[config.mk]
export PLATFORM = sky130hd
export DESIGN_NAME = occupancy_schedule_mode_controller
export DESIGN_NICKNAME = d
export VERILOG_FILES = /design/src/rtl/osmc_pkg.sv /design/src/rtl/occupancy_schedule_mode_controller.sv
export SDC_FILE = /design/constraint.sdc
export NUM_CORES = 2
export LEC_CHECK = 0
export BUFFER_PORTS_ARGS = -buffer_cell sky130_fd_sc_hd__buf_2
export CORE_ASPECT_RATIO = 1.5
export CORE_UTILIZATION = 40
export CTS_BUF_LIST = sky130_fd_sc_hd__clkbuf_8
export DETAILED_ROUTE_END_ITERATION = 6
export PLACE_DENSITY_LB_ADDON = 0.15
export SETUP_SLACK_MARGIN = 0.1
export SLEW_MARGIN = 30
export SYNTH_ARGS = -nofsm -noshare
export SYNTH_HDL_FRONTEND = slang
export SYNTH_SLANG_ARGS = --single-unit
[constraint.sdc]
create_clock -name clk -period 5.95 [get_ports clk]
set_clock_uncertainty 0.05 [all_clocks]
set_input_delay 1.19 -clock clk [delete_from_list [all_inputs] [get_ports clk]]
set_output_delay 1.19 -clock clk [all_outputs]
set_load 0.01 [all_outputs]
[src/rtl/osmc_pkg.sv]
// Shared types and constants for the occupancy schedule mode controller.
// Used by the top level. No dependencies.
package osmc_pkg;

  typedef enum logic [2:0] {
    MODE_IDLE        = 3'd0,
    MODE_ACTIVE      = 3'd1,
    MODE_TRANSITION  = 3'd2,
    MODE_AFTER_HOURS = 3'd3,
    MODE_WEEKEND     = 3'd4
  } mode_t;

  typedef enum logic [2:0] {
    CMD_START        = 3'd0,
    CMD_TIME_CHECK   = 3'd1,
    CMD_SCAN         = 3'd2,
    CMD_REPORT_QUERY = 3'd3,
    CMD_REPORT_DONE  = 3'd4
  } cmd_t;

  typedef enum logic [2:0] {
    REG_OFFICE_START  = 3'd0,
    REG_OFFICE_END    = 3'd1,
    REG_TRANS_HOLD    = 3'd2,
    REG_IDLE_IV       = 3'd3,
    REG_ACTIVE_IV     = 3'd4,
    REG_TRANS_IV      = 3'd5,
    REG_AFTER_IV      = 3'd6,
    REG_WEEKEND_IV    = 3'd7
  } reg_idx_t;

  localparam int unsigned DAY_SATURDAY = 5;
  localparam int unsigned DAY_SUNDAY   = 6;
  localparam int unsigned MINUTES_PER_HOUR = 60;

  localparam logic [10:0] OFFICE_START_RST = 11'd480;
  localparam logic [10:0] OFFICE_END_RST   = 11'd1020;
  localparam logic [31:0] TRANS_HOLD_RST   = 32'd60000;
  localparam logic [63:0] DAY_IV_RST       = 64'd257698037760005000;
  localparam logic [63:0] OFF_IV_RST       = 64'd1546188226560060000;

endpackage

[src/rtl/occupancy_schedule_mode_controller.sv]
// Occupancy schedule mode controller: input register, one pass of mode logic,
// result register, and an APB-style register file. Depends on osmc_pkg.
//
//  channel   signals                                   direction
//  request   req_valid/req_stall + command..reported    into block
//  result    res_valid/res_stall + mode..presence_led   out of block
//  config    psel/penable/pwrite/paddr/pwdata/prdata    APB slave
//
// A request is captured in the input register, evaluated combinationally and
// written to the result register; one request per cycle while req_stall is low.
// The mode state updates together with the result register.
// Sync active-high reset clears mode state, pend, res_valid; loads config.
// req_stall rises only while both the input and result registers are full
// and res_stall is high.
module occupancy_schedule_mode_controller (
  input  logic        clk,
  input  logic        rst,
  input  logic        req_valid,
  output logic        req_stall,
  input  logic [2:0]  command,
  input  logic [31:0] now_ms,
  input  logic [4:0]  hour,
  input  logic [5:0]  minute,
  input  logic [2:0]  day_of_week,
  input  logic        occupancy,
  input  logic        force_report,
  input  logic        reported_presence,
  output logic        res_valid,
  input  logic        res_stall,
  output logic [2:0]  mode,
  output logic        mode_changed,
  output logic        scan_ran,
  output logic        report_due,
  output logic        presence_led,
  input  logic        psel,
  input  logic        penable,
  input  logic        pwrite,
  input  logic [5:0]  paddr,
  input  logic [63:0] pwdata,
  output logic [63:0] prdata,
  output logic        pready
);
  import osmc_pkg::*;

  logic [10:0] office_start;
  logic [10:0] office_end;
  logic [31:0] trans_hold;
  logic [63:0] iv_idle, iv_active, iv_trans, iv_after, iv_weekend;
  logic [2:0]  reg_sel;
  logic        cfg_wr;

  logic        pend;
  logic [2:0]  p_command;
  logic [31:0] p_now;
  logic [4:0]  p_hour;
  logic [5:0]  p_minute;
  logic [2:0]  p_day;
  logic        p_occ;
  logic        p_force;
  logic        p_rep;

  mode_t       cur_mode, cur_mode_next;
  logic [31:0] mode_stamp, mode_stamp_next;
  logic [31:0] scan_stamp, scan_stamp_next;
  logic [31:0] report_stamp, report_stamp_next;
  logic        last_level, last_level_next;
  logic        led, led_next;
  logic        changed, scanned, due;

  logic        accept, fire;
  logic [63:0] mode_iv;
  logic [10:0] tod;
  logic        weekend, in_window, off_hours;
  mode_t       tc_mode;
  mode_t       scan_mode;
  logic [31:0] rs_eff;

  assign pready = 1'b1;
  assign reg_sel = paddr[5:3];
  assign cfg_wr = psel && penable && pwrite && pready;

  always_ff @(posedge clk) begin
    if (rst) begin
      office_start <= OFFICE_START_RST;
      office_end   <= OFFICE_END_RST;
      trans_hold   <= TRANS_HOLD_RST;
      iv_idle      <= DAY_IV_RST;
      iv_active    <= DAY_IV_RST;
      iv_trans     <= DAY_IV_RST;
      iv_after     <= OFF_IV_RST;
      iv_weekend   <= OFF_IV_RST;
    end else if (cfg_wr) begin
      case (reg_idx_t'(reg_sel))
        REG_OFFICE_START: office_start <= pwdata[10:0];
        REG_OFFICE_END:   office_end   <= pwdata[10:0];
        REG_TRANS_HOLD:   trans_hold   <= pwdata[31:0];
        REG_IDLE_IV:      iv_idle      <= pwdata;
        REG_ACTIVE_IV:    iv_active    <= pwdata;
        REG_TRANS_IV:     iv_trans     <= pwdata;
        REG_AFTER_IV:     iv_after     <= pwdata;
        REG_WEEKEND_IV:   iv_weekend   <= pwdata;
        default: ;
      endcase
    end
  end

  always_comb begin
    case (reg_idx_t'(reg_sel))
      REG_OFFICE_START: prdata = {53'd0, office_start};
      REG_OFFICE_END:   prdata = {53'd0, office_end};
      REG_TRANS_HOLD:   prdata = {32'd0, trans_hold};
      REG_IDLE_IV:      prdata = iv_idle;
      REG_ACTIVE_IV:    prdata = iv_active;
      REG_TRANS_IV:     prdata = iv_trans;
      REG_AFTER_IV:     prdata = iv_after;
      REG_WEEKEND_IV:   prdata = iv_weekend;
      default:          prdata = 64'd0;
    endcase
  end

  assign fire      = pend && !(res_valid && res_stall);
  assign req_stall = pend && res_valid && res_stall;
  assign accept    = req_valid && !req_stall;

  always_ff @(posedge clk) begin
    if (rst) begin
      pend <= 1'b0;
    end else if (accept) begin
      pend <= 1'b1;
    end else if (fire) begin
      pend <= 1'b0;
    end
  end

  always_ff @(posedge clk) begin
    if (accept) begin
      p_command <= command;
      p_now     <= now_ms;
      p_hour    <= hour;
      p_minute  <= minute;
      p_day     <= day_of_week;
      p_occ     <= occupancy;
      p_force   <= force_report;
      p_rep     <= reported_presence;
    end
  end

  always_comb begin
    case (cur_mode)
      MODE_IDLE:        mode_iv = iv_idle;
      MODE_ACTIVE:      mode_iv = iv_active;
      MODE_TRANSITION:  mode_iv = iv_trans;
      MODE_AFTER_HOURS: mode_iv = iv_after;
      MODE_WEEKEND:     mode_iv = iv_weekend;
      default:          mode_iv = 64'd0;
    endcase
  end

  assign off_hours = (cur_mode == MODE_AFTER_HOURS) || (cur_mode == MODE_WEEKEND);
  assign tod = 11'(p_hour) * 11'(MINUTES_PER_HOUR) + 11'(p_minute);
  assign weekend = (p_day == 3'(DAY_SATURDAY)) || (p_day == 3'(DAY_SUNDAY));
  assign in_window = (tod >= office_start) && (tod <= office_end);

  always_comb begin
    if (weekend) begin
      tc_mode = MODE_WEEKEND;
    end else if (!in_window) begin
      tc_mode = off_hours ? cur_mode : MODE_AFTER_HOURS;
    end else begin
      tc_mode = off_hours ? MODE_IDLE : cur_mode;
    end
  end

  always_comb begin
    if (p_occ && cur_mode != MODE_ACTIVE) begin
      scan_mode = MODE_ACTIVE;
    end else if (!p_occ && cur_mode == MODE_ACTIVE) begin
      scan_mode = MODE_TRANSITION;
    end else begin
      scan_mode = cur_mode;
    end
  end

  assign rs_eff = p_force ? 32'd0 : report_stamp;

  always_comb begin
    cur_mode_next     = cur_mode;
    mode_stamp_next   = mode_stamp;
    scan_stamp_next   = scan_stamp;
    report_stamp_next = report_stamp;
    last_level_next   = last_level;
    led_next          = led;
    changed           = 1'b0;
    scanned           = 1'b0;
    due               = 1'b0;
    case (cmd_t'(p_command))
      CMD_START, CMD_TIME_CHECK: begin
        if (cmd_t'(p_command) == CMD_START) begin
          led_next          = 1'b0;
          mode_stamp_next   = p_now;
          scan_stamp_next   = p_now;
          report_stamp_next = p_now;
        end
        if (tc_mode != cur_mode) begin
          cur_mode_next   = tc_mode;
          mode_stamp_next = p_now;
          changed         = 1'b1;
        end
      end
      CMD_SCAN: begin
        if ((p_now - scan_stamp) >= mode_iv[31:0]) begin
          scanned         = 1'b1;
          scan_stamp_next = p_now;
          led_next        = p_occ;
          if (!off_hours) begin
            if (scan_mode != cur_mode) begin
              cur_mode_next   = scan_mode;
              mode_stamp_next = p_now;
              changed         = 1'b1;
            end
            if (scan_mode == MODE_TRANSITION &&
                (p_now - mode_stamp_next) >= trans_hold) begin
              cur_mode_next   = MODE_IDLE;
              mode_stamp_next = p_now;
              changed         = 1'b1;
            end
          end
        end
      end
      CMD_REPORT_QUERY: begin
        report_stamp_next = rs_eff;
        if ((p_now - rs_eff) >= mode_iv[63:32] &&
            ((p_occ != last_level) || off_hours || p_force)) begin
          due = 1'b1;
        end
      end
      CMD_REPORT_DONE: begin
        report_stamp_next = p_now;
        last_level_next   = p_rep;
      end
      default: ;
    endcase
  end

  always_ff @(posedge clk) begin
    if (rst) begin
      cur_mode     <= MODE_IDLE;
      mode_stamp   <= 32'd0;
      scan_stamp   <= 32'd0;
      report_stamp <= 32'd0;
      last_level   <= 1'b0;
      led          <= 1'b0;
    end else if (fire) begin
      cur_mode     <= cur_mode_next;
      mode_stamp   <= mode_stamp_next;
      scan_stamp   <= scan_stamp_next;
      report_stamp <= report_stamp_next;
      last_level   <= last_level_next;
      led          <= led_next;
    end
  end

  always_ff @(posedge clk) begin
    if (rst) begin
      res_valid <= 1'b0;
    end else if (fire) begin
      res_valid <= 1'b1;
    end else if (!res_stall) begin
      res_valid <= 1'b0;
    end
  end

  always_ff @(posedge clk) begin
    if (fire) begin
      mode         <= cur_mode_next;
      mode_changed <= changed;
      scan_ran     <= scanned;
      report_due   <= due;
      presence_led <= led_next;
    end
  end

endmodule

==> impl_metrics.ini <==
[outcome]
status = finished with violations
violations = setup timing

[power_and_ir_drop]
p_int_uw = 6380
share_comb_of_total_power_pct = 25.0
peakVddDrop_mv = 0.163
p_sw_share_pct = 32.7
p_leak_uw = 0.0149
p_switching_uw = 3090
pwr-share-clk_pct = 35.0
p_per_area_nw_per_um2 = 250
seq_power_share_pct = 40.0

[die]
ios = 203
design.core.area_um2 = 80200
initial_core_util_pct = 40.5
dieArea_um2 = 82400
die_w_um = 235
die_h_um = 351
row_count = 127

[yosys]
synth_seq_area_share_pct = 34.8
yosys_warnings = 0
ys_async_sr_fraction_pct = 0
ys_top_cells_by_area = dfxtp_1, nand2_1, ha_1, a21oi_1, edfxtp_1
avgSynthCellArea_um2 = 8.06
ys.flop_type = dfxtp_1
synth_most_common_cell = nand2_1
synth_area_um2 = 32500
syn_nets = 4390
netlist_top_cells_count = nand2_1, dfxtp_1, a21oi_1, clkbuf_1, ha_1
yosys.area.top_type = dfxtp_1
ys_types = 89
ys_ff_latch = 536
synth_top_area_share_pct = 29.4
synth_edf_count = 59
synthCells = 4029

[setup_path]
max_stage_delay_ns = 0.45
slowest_stage = or3_4
reg2reg_depth = 30
cp-start-kind = flop
cpMostUsedCell = buf_4
r2r-end = mode_stamp[15]
cp_max_fo = 8
arrival_ns = 6.63
endpoint_kind = flop
required_ns = 6.59
r2r_slack_ns = -0.04
critPathKind = reg -> reg
regToRegStartpoint = cur_mode[2]

[global_route]
grt_pass1_vias = 29800
grt_overflow = 0
grt_max_degree = 175
grt_pass1_wl_mm = 179
grt_usage_pct = 28.4
antenna_found_initial = 11

[sta]
worst_slack_ns = -0.0368
period_share_pct = 101
slew_viol_final = 0
finalSetupTns_ns = -0.230
holdWs_ns = 0.406
max_freq_mhz = 167
setup_violations = 10
hold_viol_final = 0
slew_headroom_pct = 32.9
worstMarginPinSlew_ns = 1.01
rsz0062_at_grt = true
finalCriticalPeriod_ns = 5.99

[cells_and_area]
final_cells = 5403
fill_cells = 7967
drive_above_1_share_pct = 15.8
regArea_um2 = 11300
utilization_pct = 47.3
nNetsFinal = 4654
area_growth_pct = 16.9
multiInputGateArea_um2 = 20000

[clock_tree]
cts-root-buf = clkbuf_8
numCtsBuffers = 89
clock_latency_ns = 0.78
clk_path_buf_depth = 3
clock_sinks = 536
path_clk_slew_ns = 0.06
cts.htree.levels = 3
cts_tree = yes

[place]
gp_congestion = 0.890
port_buffers = 198
dp_hpwl_mm = 80.6
place_inst = 5215

[detailed_routing]
via_per_inst = 5.68
wl_per_cell_um = 22.1
ant_nets = 0
drc = 0
firstDrtPassIters = 6
vias = 30700
drt_iter0_markers = 2510
wirelength_mm = 119

[hold_path]
holdPathStages = 2
hp-class = reg -> reg
hold_start = trans_hold[1]
holdPathEnd = trans_hold[1]

[run]
maxCapViolCount = 0
## state kept, by name, indices dropped and copies added (netlist names), 3 cells and up
register,cells
iv_trans,64
p_now,32
p_command,3
p_day,3
mode_stamp,32
iv_idle,64
mode,3
scan_stamp,32
trans_hold,32
cur_mode,3
iv_weekend,64
office_end,11
p_minute,6
report_stamp,32
iv_active,64
office_start,11
p_hour,5
iv_after,64
## stage by stage
stage	total power [µW]	area [µm²]	worst slack (ns)
3_5_place_dp	6110	35600	-0.412
3_3_place_gp	6090	35600	-0.353
2_1_floorplan	5270	32500	0.0869
4_1_cts	9480	37700	-0.170
5_1_grt	9940	38000	-0.342
6_report	9480	38000	-0.0368
## power by group through the flow
stage	logic, µW	clock network [µW]	registers [µW]
global route	2600	3540	3800
CTS	2300	3390	3790
detailed placement	2240	0	3870
floorplan	1420	0	3850
global placement	2220	0	3870
finish	2370	3310	3790
## cell usage in the layout (no fill, tap or decap), types with 31 or more instances in the layout
cell / instances
a211oi_1: 49
a21o_1: 84
a21oi_1: 435
a221oi_1: 79
a22o_1: 43
a22oi_1: 54
buf_2: 194
buf_4: 218
clkbuf_8: 109
dfxtp_1: 475
edfxtp_1: 59
ha_1: 220
inv_1: 179
mux2i_1: 138
mux4_2: 35
nand2_1: 946
nand2b_1: 64
nand3_1: 77
nand3b_1: 87
nor2_1: 149
nor2b_1: 36
o211ai_1: 31
o21ai_0: 164
xnor2_1: 64
xor2_1: 31
## cells by family after synthesis
logic type / count (synthesis) / synth area share (%)
buffers and inverters: 404 / 4.77
other: 1 / 0.0115
DFF: 536 / 34.8
AOI/OAI and AO/OA: 1072 / 20.9
xor gates and xnor gates: 98 / 2.69
adders and majority gates: 234 / 9.23
muxes: 185 / 7.09
and+or+nand+nor: 1499 / 20.4
## worst max-delay path, delay by kind of cell, from the launching register on
| family | cells | cell delay, ns |
|---|---|---|
| AO/OA/AOI/OAI | 9 | 1.54 |
| multiplexers | 2 | 0.46 |
| XOR/XNOR | 1 | 0.18 |
| adder cells (fa/ha/maj) | 3 | 0.64 |
| flip-flops | 1 | 0.33 |
| AND/OR/NAND/NOR | 7 | 1.47 |
| buffers and inverters | 8 | 1.23 |
## timing repair
action / 4_1_cts / 5_1_grt
gates resized for setup: 28 / 36
hold buffers: 0 / 0
pin swaps: 16 / 24
buffers inserted: 6 / 8
setup endpoints to repair: 34 / 73
cloned: 3 / 0
## worst max path at each step
stage	from	end	slack, ns	cells after the start
after floorplan	cur_mode[2]	mode_stamp[1]	0.09	26
after global placement	cur_mode[2]	mode_stamp[29]	-0.35	30
after detailed placement	cur_mode[2]	mode_stamp[23]	-0.41	30
after CTS	cur_mode[1]	mode_stamp[11]	-0.17	30
after global routing	cur_mode[2]	mode_stamp[11]	-0.34	33
final	cur_mode[2]	mode_stamp[15]	-0.04	30
## area by class of cell
| class | instances | share of cell area (%) |
|---|---|---|
| Multi-Input combinational cell | 3089 | 52.6 |
| Sequential cell | 536 | 29.8 |
| Timing Repair Buffer | 435 | 8.05 |
| Clock buffer | 109 | 3.95 |
| Tap cell | 1032 | 3.40 |
| Inverter | 142 | 1.41 |
| Clock inverter | 55 | 0.682 |
| Antenna cell | 5 | 0.0330 |
## per-layer routing
metal | vias up | routed length [µm] | global-route usage [%]
met5 | - | 93 | 0
met3 | 244 | 7430 | 4.70
met2 | 1012 | 57400 | 49.3
met1 | 14700 | 48900 | 34.0
met4 | 14 | 5360 | 13.8
li1 | 14800 | - | -
Power figures use the tool's default switching activity.
